File: src/hw/rtl/cop_pkg.sv
// Shared types for the circle overlap push vector pipeline.
package cop_pkg;

  // Per-item flags that ride alongside the divider lanes.
  typedef struct packed {
    logic coll;
    logic zero;
    logic pos_x;
    logic pos_y;
  } cop_flags_t;

endpackage

File: src/hw/rtl/cop_div.sv
// Two-lane pipelined restoring divider, one quotient bit per register stage.
module cop_div #(
  parameter int Q_W = 16
) (
  input  logic                clk,
  input  logic                rst,
  input  logic                en,
  input  logic                in_valid,
  input  logic [2*Q_W-1:0]    in_num_a,
  input  logic [2*Q_W-1:0]    in_num_b,
  input  logic [Q_W:0]        in_den,
  input  cop_pkg::cop_flags_t in_flags,
  input  logic [Q_W-1:0]      in_sum,
  output logic                out_valid,
  output logic [Q_W-1:0]      out_quo_a,
  output logic [Q_W-1:0]      out_quo_b,
  output cop_pkg::cop_flags_t out_flags,
  output logic [Q_W-1:0]      out_sum
);

  import cop_pkg::*;

  logic [Q_W:0]   rem_a [0:Q_W];
  logic [Q_W:0]   rem_b [0:Q_W];
  logic [Q_W-1:0] low_a [0:Q_W];
  logic [Q_W-1:0] low_b [0:Q_W];
  logic [Q_W:0]   den   [0:Q_W];
  cop_flags_t     flg   [0:Q_W];
  logic [Q_W-1:0] sum   [0:Q_W];
  logic           vld   [0:Q_W];

  // The quotient fits Q_W bits whenever the upper half is below the divisor,
  // which holds for every overlapping pair with distinct centres.
  assign rem_a[0] = {1'b0, in_num_a[2*Q_W-1:Q_W]};
  assign rem_b[0] = {1'b0, in_num_b[2*Q_W-1:Q_W]};
  assign low_a[0] = in_num_a[Q_W-1:0];
  assign low_b[0] = in_num_b[Q_W-1:0];
  assign den[0]   = in_den;
  assign flg[0]   = in_flags;
  assign sum[0]   = in_sum;
  assign vld[0]   = in_valid;

  for (genvar i = 0; i < Q_W; i++) begin : g_stage
    logic [Q_W+1:0] cat_a;
    logic [Q_W+1:0] cat_b;
    logic [Q_W+1:0] dd;
    logic           ge_a;
    logic           ge_b;
    logic [Q_W+1:0] sub_a;
    logic [Q_W+1:0] sub_b;

    assign cat_a = {rem_a[i], low_a[i][Q_W-1]};
    assign cat_b = {rem_b[i], low_b[i][Q_W-1]};
    assign dd    = {1'b0, den[i]};
    assign ge_a  = (cat_a >= dd);
    assign ge_b  = (cat_b >= dd);
    assign sub_a = ge_a ? (cat_a - dd) : cat_a;
    assign sub_b = ge_b ? (cat_b - dd) : cat_b;

    always_ff @(posedge clk) begin
      if (rst) begin
        vld[i+1] <= 1'b0;
      end else if (en) begin
        vld[i+1] <= vld[i];
      end
      if (en) begin
        rem_a[i+1] <= sub_a[Q_W:0];
        rem_b[i+1] <= sub_b[Q_W:0];
        low_a[i+1] <= {low_a[i][Q_W-2:0], ge_a};
        low_b[i+1] <= {low_b[i][Q_W-2:0], ge_b};
        den[i+1]   <= den[i];
        flg[i+1]   <= flg[i];
        sum[i+1]   <= sum[i];
      end
    end
  end

  assign out_valid = vld[Q_W];
  assign out_quo_a = low_a[Q_W];
  assign out_quo_b = low_b[Q_W];
  assign out_flags = flg[Q_W];
  assign out_sum   = sum[Q_W];

endmodule

File: config.mk
export PLATFORM = sky130hd
export DESIGN_NAME = cop_div
export DESIGN_NICKNAME = d
export VERILOG_FILES = /design/src/hw/rtl/cop_pkg.sv /design/src/hw/rtl/cop_div.sv
export SDC_FILE = /design/constraint.sdc
export NUM_CORES = 2
export LEC_CHECK = 0
export BUFFER_PORTS_ARGS = -buffer_cell sky130_fd_sc_hd__clkbuf_2
export CAP_MARGIN = 20
export CELL_PAD_IN_SITES_DETAIL_PLACEMENT = 0
export CELL_PAD_IN_SITES_GLOBAL_PLACEMENT = 1
export CORE_UTILIZATION = 50
export DETAILED_ROUTE_END_ITERATION = 6
export GPL_TIMING_DRIVEN = 0
export PLACE_DENSITY_LB_ADDON = 0.1
export REMOVE_ABC_BUFFERS = 1
export SYNTH_ARGS = -nofsm -noshare
export SYNTH_HDL_FRONTEND = slang
export SYNTH_SLANG_ARGS = --single-unit
export TNS_END_PERCENT = 30
File: constraint.sdc
create_clock -name clk -period 7.4 [get_ports clk]
set_clock_uncertainty 0.1 [all_clocks]
set_input_delay 1.11 -clock clk [delete_from_list [all_inputs] [get_ports clk]]
set_output_delay 1.11 -clock clk [all_outputs]
set_load 0.05 [all_outputs]
### After elaboration in Yosys (flattened, before gate mapping)

Cells that the tools add are included.

| operators by class | value |
|---|---|
| add/sub/neg operators | 30 |
| multiplexer cells | 30 |
| $lt $le $gt $ge | 32 |

Operator list:

| operator | count |
|---|---|
| greater-or-equal comparator 18 x 17 -> 1 bit | 30 |
| two-way mux 17 bit | 30 |
| subtractor 17 bit | 30 |
| greater-or-equal comparator 17 bit | 2 |

| word-level totals | value |
|---|---|
| word-level logic and storage cells | 265 |
| flip-flop bits (word level) | 1613 |
| output and inout port bits | 53 |

### Depth between registers and ports, before layout

| logic depth | value |
|---|---|
| depth after elaboration | 2 |
| mapped depth | 14 |
| mapped depth without buffers | 13 |

### Worst setup path before layout

Ideal clock, no wire load.

| timing | value |
|---|---|
| path type | input-to-reg |
| from | input port in_den[7] |
| to | register rem_b (netlist bit g_stage[1].cat_b[10]) (data pin) |
| buffers on the path | 2 |
| cell stages on the path | 12 |
| setup slack | 3584 ps |
| arrival time | 3456 ps |
| cell sequence | inv_1 > ha_1 > clkbuf_2 > a31oi_1 > a31o_2 > a31oi_1 > a21o_1 > a31o_2 > nor2_1 > o31ai_4 > buf_4 > mux2_2 |

| between the ends | value |
|---|---|
| word-level cells in the longest chain between the ends | 2 |

RTL lines:

| element | RTL line | RTL |
|---|---|---|
| start: declaration | cop_div.sv:11 | `input logic [Q_W:0] in_den,` |
| greater-or-equal comparator 17 bit | cop_div.sv:56 | `assign ge_b = (cat_b >= dd);` |
| named net g_stage[0].ge_b | cop_div.sv:48 | `logic ge_b;` |
| two-way mux 17 bit | cop_div.sv:58 | `assign sub_b = ge_b ? (cat_b - dd) : cat_b;` |
| named net g_stage[0].sub_b[9] | cop_div.sv:50 | `logic [Q_W+1:0] sub_b;` |
| end signal: indexed assignment | cop_div.sv:68 | `rem_b[i+1] <= sub_b[Q_W:0];` |
| end: declaration | cop_div.sv:24 | `logic [Q_W:0] rem_b [0:Q_W];` |

The timed path passes the listed nets, and every way through them passes these cells.
A chain may end at the register's enable or synchronous reset.

### Worst setup path in the final report

| timing | value |
|---|---|
| from | register low_a (netlist bit g_stage[8].cat_a[0]) |
| to | register rem_a (netlist bit g_stage[9].cat_a[2]) (data pin) |

| between the ends | value |
|---|---|
| word-level cells in the longest chain between the ends | 2 |

RTL lines:

| element | RTL line | RTL |
|---|---|---|
| start: declaration | cop_div.sv:25 | `logic [Q_W-1:0] low_a [0:Q_W];` |
| start signal: indexed assignment | cop_div.sv:69 | `low_a[i+1] <= {low_a[i][Q_W-2:0], ge_a};` |
| subtractor 17 bit / greater-or-equal comparator 18 x 17 -> 1 bit (equally long branches) | cop_div.sv:57, cop_div.sv:55 |  |
| two-way mux 17 bit * | cop_div.sv:57 | `assign sub_a = ge_a ? (cat_a - dd) : cat_a;` |
| named net g_stage[8].sub_a[1] | cop_div.sv:49 | `logic [Q_W+1:0] sub_a;` |
| end signal: indexed assignment | cop_div.sv:67 | `rem_a[i+1] <= sub_a[Q_W:0];` |
| end: declaration | cop_div.sv:23 | `logic [Q_W:0] rem_a [0:Q_W];` |

The timed path passes the listed nets; every way through them passes the cells marked *.

==> out/summary.txt <==
status - completed
Final Util - 56.4%
FMAX - 0.220 GHz
Fin. Hold Viols - 0
DRT antenna net count - 0
reg2reg path depth - 12
first-pass GRT wire length - 253 mm
post-CTS sizing - 0
Routed WL per cell - 19.2 um
CTS Buf Count - 172
CP max FO - 17
via count - 46244
Netlist Area Pre-Place - 79200 sq um
Worst-Skew Late Latency - 830 ps
nets - 6980
die area - 160000 sq um
Die Width - 400 um
WP data required - 7820 ps
Congestion Overflow GR - 0
Syn Inst Count - 6075
CTS Root Cell - clkbuf_16
Worst setup SP type - register
share of cells above drive strength 1 - 11.4%
GRT Util Overall - 20.5%
CTS Hold Bufs - 0
maximum vdd drop - 0.000294 V
fin. max-slew vios - 0
Post-synth EDFFs - 1597
drt pass-1 iters - 7
Power Density - 422 nW/um^2
crit path time final - 4550 ps
CTS tree - built
Worst slew margin - 30.1%
Yosys reg bits - 1613
fillers - 12829
Multi-input gate area - 28600 sq um
unrepaired setup endpoints after global routing - false
PnR Total Power - 37.3 mW
period utilisation layout - 61.5%
fin worst setup slack - 2850 ps
Syn-to-layout area delta - 11.6%
Synth cell types - 86
largest net degree at the start of global routing - 131
setup violators final - 0
Worst Max-Slew Pin Slew - 1050 ps
Min Hold Slack - 276 ps
Crit. End Element - register
Hold Path Class - register to register
CTS Sinks - 1613
die height - 400 um
initial antenna violation count - 3
hold-critical path depth - 0
Async SR Flop Fraction - 0%
initial DRC count - 3126
Final Wtd Congestion - 0.898
Bufs on Longest Clock Path - 3
post-synthesis sequential area ratio - 60.9%
Starting Density - 50.5%
max_cap viols - 0
Post-CTS Setup Bufs - 0
Synthesis Warnings - 0
post-DP HPWL - 124 mm
H-tree levels - 4
number of port buffers - 157
most frequent cells in the layout - 1597 x edfxtp_1, 544 x ha_1, 441 x inv_1
DR DRC count - 0
Avg Vias per Cell - 5.44
setup_tns - 0 ps
Leakage Power - 34.2 nW
Setup CP Type - register to register
clock-pin slew on the worst setup and hold paths - 60 ps
Row Count - 145
commonest non-fill, non-tap cell in the layout - edfxtp_1
dpl ws - 2350 ps
Synth Area per Inst - 13.0 sq um
# IOs - 158
vias in the first global route - 45496
top_reg_cell synth - edfxtp_1
Worst EP arrival - 4970 ps
Routed WL - 164 mm
register area - 48300 sq um
core region area - 157000 sq um
==> cell families after synthesis <==
group                      synth area share (%)
DFF                                        60.9
AOI/OAI and AO/OA                          11.2
and+or+nand+nor                            7.29
buffers and inverters                      3.11
adders and majority gates                  9.35
xor gates and xnor gates                   4.53
muxes                                      3.56
==> synth_stat cells, types with 76 or more instances <==
library cell / count / area, sq um
a21o_1: 166 / 1250
a21oi_1: 359 / 1800
clkbuf_1: 76 / 285
edfxtp_1: 1597 / 48000
ha_1: 544 / 6810
inv_1: 441 / 1660
mux2_2: 212 / 2390
nand2_1: 401 / 1510
nand3_1: 87 / 435
nor2_1: 293 / 1100
nor3_1: 82 / 410
o21a_1: 83 / 623
o21ai_0: 420 / 2100
xnor2_1: 247 / 2160
xor2_1: 163 / 1430
==> registers in the layout, indices dropped and copies added (netlist names), 60 cells and up <==
signal	flops
den	255
flg	60
g_stage.cat_a	270
g_stage.cat_b	270
low_a	225
low_b	225
sum	240
==> report_power, final <==
group | switching [mW] | leakage (nW) | internal [mW]
combinational | 8.32 | 15.7 | 6.41
sequential | 1.11 | 15.8 | 13.0
clock | 3.63 | 2.76 | 4.85
total | 13.1 | 34.2 | 24.2
==> path summary, 6_finish.rpt <==
check                                         to                     startpoint  slack, ps
hold reg to reg   g_stage[13].cat_a[0]$_DFFE_PP_            low_a[78]$_DFFE_PP_        280
hold / removal    g_stage[13].cat_a[0]$_DFFE_PP_            low_a[78]$_DFFE_PP_        280
setup / recovery   g_stage[9].cat_a[2]$_DFFE_PP_  g_stage[8].cat_a[0]$_DFFE_PP_       2850
setup reg to reg   g_stage[9].cat_a[2]$_DFFE_PP_  g_stage[8].cat_a[0]$_DFFE_PP_       2850
==> per-stage QoR <==
stage / instance area (sq um) / instances
4_1_cts: 88300 / 8498
6_report: 88400 / 8503
5_1_grt: 88400 / 8502
2_1_floorplan: 78400 / 5927
3_5_place_dp: 82600 / 8181
3_3_place_gp: 81800 / 8142
==> area by class of cell <==
class	instances	share of cell area [%]
Timing Repair Buffer	200	1.80
Clock inverter	111	1.46
Clock buffer	206	5.04
Tap cell	2058	2.91
Antenna cell	1	0.00283
Multi-Input combinational cell	3873	32.3
Inverter	441	1.87
Sequential cell	1613	54.6
==> critical path, stage by stage (launching register included) <==
cell	delay [ps]
edfxtp_1	440
inv_1	130
ha_1	170
inv_1	50
fa_1	420
a21oi_1	240
o221ai_1	240
a311oi_1	750
a211oi_1	220
o21a_1	240
nor3_2	660
buf_6	270
mux2_2	350
==> metal layers <==
metal	part of all wire [%]	track usage, %
met1	44	26.5
met2	49	35.3
met3	3.6	2.87
met4	2.9	6.65
met5	0.0055	0
(Power assumes the default switching activity.)
