**config.mk**
```make
export PLATFORM = sky130hd
export DESIGN_NAME = cop_sqrt
export DESIGN_NICKNAME = d
export VERILOG_FILES = /design/src/hw/rtl/cop_sqrt.sv
export SDC_FILE = /design/constraint.sdc
export NUM_CORES = 1
export LEC_CHECK = 0
export BUFFER_PORTS_ARGS = -buffer_cell sky130_fd_sc_hd__buf_4
export CAP_MARGIN = 10
export CORE_AREA = 2 2 256 359
export CTS_CLUSTER_DIAMETER = 100
export CTS_CLUSTER_SIZE = 16
export DETAILED_ROUTE_END_ITERATION = 16
export DIE_AREA = 0 0 258 361
export GPL_TIMING_DRIVEN = 0
export PLACE_DENSITY = 0.62
export SLEW_MARGIN = 30
export SYNTH_ARGS = -nofsm -noshare
export SYNTH_HDL_FRONTEND = slang
export SYNTH_SLANG_ARGS = --single-unit
```
**constraint.sdc**
```tcl
create_clock -name clk -period 7.8 [get_ports clk]
set_input_delay 0.39 -clock clk [delete_from_list [all_inputs] [get_ports clk]]
set_output_delay 0.39 -clock clk [all_outputs]
set_load 0.01 [all_outputs]
```
**src/hw/rtl/cop_sqrt.sv**
```systemverilog
// Pipelined integer square root, one root bit resolved per register stage.
module cop_sqrt #(
  parameter int IN_W   = 33,
  parameter int ROOT_W = 17,
  parameter int SIDE_W = 8
) (
  input  logic              clk,
  input  logic              rst,
  input  logic              en,
  input  logic              in_valid,
  input  logic [IN_W-1:0]   in_radicand,
  input  logic [SIDE_W-1:0] in_side,
  output logic              out_valid,
  output logic [ROOT_W-1:0] out_root,
  output logic [SIDE_W-1:0] out_side
);

  localparam int PAD_W = 2 * ROOT_W;
  localparam int REM_W = ROOT_W + 2;

  logic [PAD_W-1:0]  rad  [0:ROOT_W];
  logic [REM_W-1:0]  rem  [0:ROOT_W];
  logic [ROOT_W-1:0] root [0:ROOT_W];
  logic [SIDE_W-1:0] side [0:ROOT_W];
  logic              vld  [0:ROOT_W];

  assign rad[0]  = PAD_W'(in_radicand);
  assign rem[0]  = '0;
  assign root[0] = '0;
  assign side[0] = in_side;
  assign vld[0]  = in_valid;

  for (genvar i = 0; i < ROOT_W; i++) begin : g_stage
    logic [REM_W-1:0] cat;
    logic [REM_W-1:0] trial;
    logic             ge;

    // The remainder never exceeds twice the partial root, so its top two bits
    // are zero before the shift.
    assign cat   = {rem[i][REM_W-3:0], rad[i][PAD_W-1 -: 2]};
    assign trial = {root[i], 2'b01};
    assign ge    = (cat >= trial);

    always_ff @(posedge clk) begin
      if (rst) begin
        vld[i+1] <= 1'b0;
      end else if (en) begin
        vld[i+1] <= vld[i];
      end
      if (en) begin
        rad[i+1]  <= {rad[i][PAD_W-3:0], 2'b00};
        rem[i+1]  <= ge ? (cat - trial) : cat;
        root[i+1] <= {root[i][ROOT_W-2:0], ge};
        side[i+1] <= side[i];
      end
    end
  end

  assign out_valid = vld[ROOT_W];
  assign out_root  = root[ROOT_W];
  assign out_side  = side[ROOT_W];

endmodule

```
[After elaboration in Yosys (flattened, before gate mapping)]
Cells that the tools add are included.
Word-level totals
  input port bits: 45
  output and inout port bits: 26
  logic and storage cells: 133
  flip-flop bits (word level): 835
Operators by class
  order comparisons: 17
  $add $sub $neg: 16
  muxes and demuxes: 16
Operators by type and width (count)
  $mux W17: 15
  $ge A19 B10 Y1: 1
  $ge A19 B11 Y1: 1
  $ge A19 B12 Y1: 1
  $ge A19 B13 Y1: 1
  $ge A19 B14 Y1: 1
  $ge A19 B15 Y1: 1
  $ge A19 B16 Y1: 1
  $ge A19 B17 Y1: 1
  $ge A19 B18 Y1: 1
  $ge A19 B3 Y1: 1
  $ge A19 B4 Y1: 1
  $ge A19 B5 Y1: 1
  $ge A19 B6 Y1: 1
  $ge A19 B7 Y1: 1
  $ge A19 B8 Y1: 1
  $ge A19 B9 Y1: 1
  $sub A17 B10 Y17: 1
  $sub A17 B11 Y17: 1
  $sub A17 B12 Y17: 1
  $sub A17 B13 Y17: 1
  $sub A17 B14 Y17: 1
  $sub A17 B15 Y17: 1
  $sub A17 B16 Y17: 1
  11 further kinds: 11

[Depth between registers and ports, before layout]
Gate-level depths: netlist of the first run.
  depth after elaboration: 2
  mapped depth: 11
  gate-level depth less buffers: 10

[Least setup slack after synthesis of the first run]
No wires, ideal clock.
  path type: reg2reg
  start: reg rem (netlist bit g_stage[10].cat[11])
  end: reg rem (netlist bit g_stage[11].cat[14]), data pin
  data arrival time: 2.549 ns
  buffers on the path: 0
  clock period less this slack: 2.809 ns
  cell stages (with the launch flop): 9
  slack: 4.991 ns
  required time: 7.540 ns
  path through: edfxtp_1 ha_1 or4_4 or2_0 or4_4 a41oi_2 a31oi_2 nor2b_1 mux2_2
On the way
  longest elaborated chain between the ends: 2
  elaborated cells between the ends (all ways): 3
  those cells by class: 1 x add/sub; 1 x order compare; 1 x mux
Ends and longest elaborated chain
  from (decl): line 22  | logic [REM_W-1:0] rem [0:ROOT_W];
  from (signal, indexed assignment): line 52  | rem[i+1] <= ge ? (cat - trial) : cat;
  $sub A17 B12 Y17 / $ge A19 B12 Y1 (equally long branches): line 52, 42
  $mux W17 (*): line 52
Mark *: on every way between the ends. The rest lies on a longest branch, timed or not.
A chain may end at the register's enable or synchronous reset.

[Worst setup path in the final report of the first run]
  start: reg rem (netlist bit g_stage[13].cat[2])
  end: reg rem (netlist bit g_stage[14].cat[15]), data pin
On the way
  longest elaborated chain between the ends: 2
  elaborated cells between the ends (all ways): 3
  those cells by class: 1 x add/sub; 1 x order compare; 1 x mux
Ends and longest elaborated chain (line)
  $sub A17 B15 Y17 / $ge A19 B15 Y1 (equally long branches): 52, 42
  $mux W17 (*): 52
Marked as above.

==> results of run 1 <==
through the flow:
stage | std cells | TNS (ps) | cell area, um2 | util (%) | hold slack, ps
6_report | 3928 | 0 | 39900 | 44.6 | 85.2
3_3_place_gp | 3806 | -259310 | 37800 | 42.2 | 401
4_1_cts | 3927 | 0 | 39900 | 44.5 | 34.2
3_5_place_dp | 3812 | 0 | 38000 | 42.4 | 405
5_1_grt | 3928 | 0 | 39900 | 44.6 | 81.6
2_1_floorplan | 2549 | 0 | 35800 | - | 400
metal layers:
metal	track usage [%]	share of wire (%)	vias up	routed length, um
li1	-	-	9751	-
met1	11.3	33	9626	20600
met2	27.4	58	370	36200
met3	2.00	2.9	199	1820
met4	7.70	5.5	0	3420
met5	0	0	-	0
cell usage in the layout, fill, tap and decap left out, types with 17 or more instances in the layout:
cell,instances
edfxtp_1,810
inv_1,212
nor2_1,174
ha_1,169
a21oi_1,162
nand2_1,127
o21ai_0,111
xnor2_1,87
xor2_1,87
buf_4,77
nor3_1,61
clkbuf_16,59
a21o_1,54
dlygate4sd3_1,42
o21a_1,39
clkbuf_1,38
nand3_1,36
nand2b_1,31
or3_1,27
mux2i_1,27
nor2b_1,26
mux2_2,24
nor4_1,21
dfxtp_1,17
power by group through the flow:
stage	clock (mW)	combinational (mW)	sequential, mW
2_1_floorplan	0	1.21	5.70
3_3_place_gp	0	1.63	5.82
3_5_place_dp	0	1.68	5.78
4_1_cts	2.89	1.71	5.68
5_1_grt	3.05	1.91	5.73
6_report	2.75	1.71	5.69
worst max path at each step:
stage / endpoint / cells past startpoint / startpoint / slack (ps)
floorplan: g_stage[11].cat[14] / 8 / g_stage[10].cat[11] / 4990
global placement: vld[15] / 5 / en / -1060
detailed placement: g_stage[14].cat[15] / 9 / g_stage[13].cat[2] / 4120
CTS: g_stage[14].cat[15] / 9 / g_stage[13].cat[2] / 4080
global route: g_stage[14].cat[10] / 10 / g_stage[13].trial[2] / 3960
finish: g_stage[14].cat[15] / 9 / g_stage[13].cat[2] / 4120
cells by family after synthesis:
family,count (synthesis),synth area share [%]
flops,827,68.9
buf+inv,256,2.79
fa+ha+maj,169,5.91
simple gates,588,8.08
mux,51,1.51
xor+xnor,174,4.26
compound gates,483,8.50
other cells,1,0.0105
critical path, stage by stage, from the launching register on:
cell and delay, ps:
edfxtp_1 400, ha_1 370, o21a_1 150, o21ai_0 420, a211oi_1 290, o21ai_0 390
and3_1 210, clkbuf_1 450, clkbuf_1 500, o21ai_0 210
sequential cells by signal (all words and copies together), names as in the netlist:
register       flops
g_stage.cat      281
out_valid          1
side             128
vld               16
out_root          17
out_side           8
g_stage.trial    136
rad              240
layout make-up:
| cell class | count | area share (%) |
|---|---|---|
| plain buffers | 44 | 0.511 |
| repair buffers | 118 | 2.83 |
| flip-flops and latches | 827 | 61.8 |
| clock inverters | 3 | 0.0439 |
| well taps | 1188 | 3.72 |
| clock buffers | 70 | 3.80 |
| multi-input cells | 1466 | 25.3 |
| inverters | 212 | 1.99 |
repair_timing:
action | 4_1_cts | 5_1_grt
endpoints found under the setup margin | 0 | 0
endpoints found under the hold margin | 42 | 0
hold buffers | 42 | 0
==> impl_metrics.json, run 1 <==
{
  "setup_viol": 0,
  "synthTopCellsByArea": "edfxtp_1, ha_1, a21oi_1, inv_1, xnor2_1",
  "r2r-end": "g_stage[14].cat[15]",
  "drt_pre_antenna_iters": 7,
  "maxCapViolations": 0,
  "reg2reg_setup_slack_ps": 4120,
  "worstPathRequired_ps": 8150,
  "grt-ovfl-total": 0,
  "hold_path_class": "input port to flip-flop",
  "num_rows": 130,
  "grt_usage_pct": 13.1,
  "wl_mm": 62.0,
  "antenna_left": 0,
  "rsz0062_at_grt": "no",
  "ys_seq_area_share_pct": 68.9,
  "antenna_found_initial": 0,
  "clock_latency_ps": 650,
  "layout.nets": 2940,
  "synth.distinct_cells": 73,
  "grt_first_pass_wirelength_mm": 99.3,
  "power_frac_clock_pct": 27.1,
  "nFillCells": 7941,
  "grt_max_degree": 145,
  "cts_tree": "yes",
  "crit_fanout": 10,
  "io_pins": 71,
  "synth-main-ff-cell": "edfxtp_1",
  "netlist.top_cell.by_area": "edfxtp_1",
  "drive_gt1_share_pct": 7.19,
  "path_class": "flip-flop to flip-flop",
  "yosysTopAreaCellShare_pct": 68.0,
  "drc": 0,
  "cts.path.max_buffers": 3,
  "via_per_inst": 5.08,
  "worstHoldPathCells": 2,
  "rr_startpoint": "g_stage[13].cat[2]",
  "root_buffer": "clkbuf_16",
  "drv_slew": 0,
  "syn_nets": 2763,
  "tightest_slew_ps": 933,
  "syn_avg_cell_area_um2": 14.0,
  "area_growth_pct": 11.6,
  "hold_start": "rst",
  "cp-start-kind": "flip-flop",
  "fin_crit_sh_pct": 47.2,
  "die_x_um": 258,
  "power.density_nw_per_um2": 254,
  "intPower_mw": 7.54,
  "hold_end": "vld[5]",
  "htreeDepth": 2,
  "grt_pass1_vias": 20900,
  "hpwl_mm": 43.0,
  "fin_crit_ps": 3680,
  "switchingPower_mw": 2.60,
  "report.final.hold_viol_count": 0,
  "numPortBuffers": 69,
  "netlist_area_um2": 35800,
  "cp-end-kind": "flip-flop",
  "p_sw_share_pct": 25.7,
  "multi_input_area_um2": 10100,
  "p_leak_nw": 15.1,
  "synth_cells": 2549,
  "synth-seq-cells": 827,
  "numCtsBuffers": 57,
  "yosysWarnings": 0,
  "relSlewSlack_pct": 37.4,
  "core_um2": 89600,
  "synth_edf_count": 810,
  "cts.sinks": 827,
  "wl_per_cell_um": 15.8,
  "skew_ps": 35.0,
  "yosysMostFrequentCell": "edfxtp_1",
  "dr_total_vias": 19900,
  "fmax_ghz": 0.272,
  "drt_iter0_drc": 1178,
  "pwr-share-comb_pct": 16.8,
  "power.share.sequential_pct": 56.1,
  "place.gp.congestion": 0.939,
  "synth_common_cells": "edfxtp_1, inv_1, nor2_1",
  "start_util_pct": 39.9,
  "place_worst_setup_slack_ps": 4120,
  "fin_total_pwr_mw": 10.1,
  "async_reset_ff_share_pct": 0,
  "die_area_um2": 93100,
  "die_h_um": 361,
  "clkTransAtPathRegs_ps": 70,
  "fin_ws_ps": 4120,
  "n_antenna_cell": 0,
  "regArea_um2": 24700,
  "post_cts_buffers": 0,
  "crit_arrival_ps": 4030,
  "peakVddDrop_uv": 193,
  "ff2ff_path_depth": 9,
  "cts_resized": 0,
  "status": "finished clean"
}
No activity file was read; power rests on OpenSTA's default activity.
==> run 2: changes to the inputs <==
Settings changed: ABC_AREA set to 1, CORE_AREA 2 2 256 359 to 2 2 271 380, DIE_AREA 0 0 258 361 to 0 0 273 382.
Clock period 7.8 ns to 3.8 ns, I/O delays scaled along.
==> run 2 against run 1 <==
- synthesized area increased by 12%
- sequential power is 100% higher
- clock-buffer cell count is 3 higher
- critical path depth grew 1
- clock power rose by 110%
- hold slack improved by 6.6 ps
- largest cell class unchanged
==> impl_metrics.json, run 2 <==
{
  "status": "finished clean",
  "drc": 0,
  "fin_ws_ps": 1340,
  "worstHoldPathCells": 1,
  "synth.distinct_cells": 55,
  "hpwl_mm": 59.9,
  "clock_latency_ps": 670,
  "p_leak_nw": 19.7,
  "cts.path.max_buffers": 3,
  "num_rows": 138,
  "synth_edf_count": 810,
  "synth-seq-cells": 827,
  "via_per_inst": 4.68,
  "synth-main-ff-cell": "edfxtp_1",
  "setup_viol": 0,
  "wl_mm": 79.8,
  "layout_common_cells": "nand2_1, edfxtp_1, inv_1",
  "crit_arrival_ps": 2830,
  "yosysMostFrequentCell": "nand2_1",
  "tightest_slew_ps": 748,
  "r2r-end": "g_stage[12].cat[9]",
  "nFillCells": 9668,
  "fmax_ghz": 0.407,
  "largest_reg_flops": 281,
  "wl_per_cell_um": 14.5,
  "grt_first_pass_wirelength_mm": 127,
  "grt_max_degree": 142,
  "syn_nets": 4185,
  "rr_startpoint": "g_stage[11].trial[8]",
  "async_reset_ff_share_pct": 0,
  "hold_start": "en",
  "syn_avg_cell_area_um2": 10.1,
  "ys_seq_area_share_pct": 61.5,
  "die_h_um": 382,
  "netlist.top_cell.by_area": "edfxtp_1",
  "cp-end-kind": "flip-flop",
  "hold_end": "rad[552]",
  "grt-ovfl-total": 0,
  "drt_iter0_drc": 1343,
  "maxCapViolations": 0,
  "drive_gt1_share_pct": 7.03,
  "cts.sinks": 827,
  "area_growth_pct": 11.0,
  "dr_total_vias": 25700,
  "die_x_um": 273,
  "root_buffer": "clkbuf_16",
  "cts_resized": 0,
  "yosysTopAreaCellShare_pct": 60.7,
  "antenna_left": 0,
  "worstPathRequired_ps": 4170,
  "ctsHoldBuffers": 43,
  "place_worst_setup_slack_ps": 1070,
  "fin_crit_ps": 2460,
  "skew_ps": 47.4,
  "cp-start-kind": "flip-flop",
  "fin_total_pwr_mw": 21.5,
  "clkTransAtPathRegs_ps": 80,
  "antenna_found_initial": 0,
  "hold_path_class": "input port to flip-flop",
  "hold_ws_ps": 91.7,
  "report.final.hold_viol_count": 0,
  "numPortBuffers": 69,
  "start_util_pct": 39.7,
  "path_class": "flip-flop to flip-flop",
  "synth_cells": 3971,
  "n_antenna_cell": 0,
  "grt_usage_pct": 15.2,
  "numCtsBuffers": 58,
  "fin_crit_sh_pct": 64.6,
  "post_cts_buffers": 0,
  "drv_slew": 0,
  "cts_tree": "yes",
  "grt_pass1_vias": 25500,
  "netlist_area_um2": 40100,
  "peakVddDrop_uv": 440,
  "power.density_nw_per_um2": 482,
  "layout_commonest_cell": "nand2_1",
  "synth_common_cells": "nand2_1, edfxtp_1, inv_1",
  "drt_pre_antenna_iters": 5,
  "relSlewSlack_pct": 50.1,
  "place.gp.congestion": 0.863,
  "reg2reg_setup_slack_ps": 1340,
  "htreeDepth": 2,
  "synthTopCellsByArea": "edfxtp_1, nand2_1, inv_1, ha_1, nand3_1",
  "ff2ff_path_depth": 10,
  "crit_fanout": 10,
  "core_um2": 101000,
  "io_pins": 71,
  "layout.nets": 4363,
  "rsz0062_at_grt": "no",
  "die_area_um2": 104000,
  "yosysWarnings": 0
}
## run 2: cell count changes in the layout (fill, tap and decap cells not counted), moves of 31 or more
cell,previous run,this run
a21o_1,54,1
inv_1,212,682
nand2_1,127,1234
nand2b_1,31,0
nand3_1,36,199
nand4_1,16,88
nor2_1,174,211
o21a_1,39,2
o21ai_0,111,67
xnor2_1,87,33
## run 2: critical path: stages, from the launching register on
cell,delay (ps)
edfxtp_1,370
inv_1,50
ha_1,420
nand2_1,160
inv_1,100
nand2_1,60
nor2_2,210
nand4_1,290
buf_2,310
nand3_1,110
nand2_1,90
## run 2: worst max-delay path by stage
stage / start / cells after the start / end / slack, ps
floorplan: g_stage[15].cat[2] / 11 / g_stage[16].cat[7] / 1890
global placement: en / 6 / vld[14] / -4800
detailed placement: en / 4 / side[37] / 1070
CTS: g_stage[11].trial[8] / 10 / g_stage[12].cat[9] / 1380
global route: g_stage[9].cat[10] / 8 / g_stage[10].cat[9] / 1250
finish: g_stage[11].trial[8] / 10 / g_stage[12].cat[9] / 1340
## run 2: layout make-up
class / count / area (um2) / share of cell area (%)
sequential: 827 / 24700 / 55.4
multi-input combinational: 2400 / 12400 / 28.0
inverter: 696 / 2620 / 5.88
tap: 1330 / 1660 / 3.74
clock buffer: 73 / 1530 / 3.44
timing repair buffer: 118 / 1130 / 2.55
buffer: 48 / 359 / 0.807
clock inverter: 4 / 78.8 / 0.177
## run 2: cells by family after synthesis
kind of cell	after synthesis	share of synthesized area (%)
compound gates	248	3.35
xor+xnor	94	2.05
fa+ha+maj	169	5.28
buf+inv	744	7.42
flops	827	61.5
other cells	1	0.00936
simple gates	1888	20.3
## run 2: stage by stage
step	cells	utilization, %	TNS, ps	area [um2]
2_1_floorplan	3971	-	0	40100
3_3_place_gp	5370	41.9	-3535680	42300
3_5_place_dp	5376	42.1	0	42400
4_1_cts	5496	44.1	0	44500
5_1_grt	5496	44.1	0	44500
6_report	5496	44.1	0	44500
## run 2: per-layer routing
layer,GRT usage (%),up-vias,routed length (um)
met1,15.0,11900,29100
met2,31.0,341,45200
li1,-,13300,-
met4,6.94,0,3530
met5,0,-,0
met3,1.75,182,1990
## run 2: power by group
part / switching [mW] / total (mW) / internal, mW
clock: 2.96 / 5.83 / 2.87
combinational: 2.67 / 4.10 / 1.43
sequential: 0.433 / 11.5 / 11.1
total: 6.06 / 21.5 / 15.4
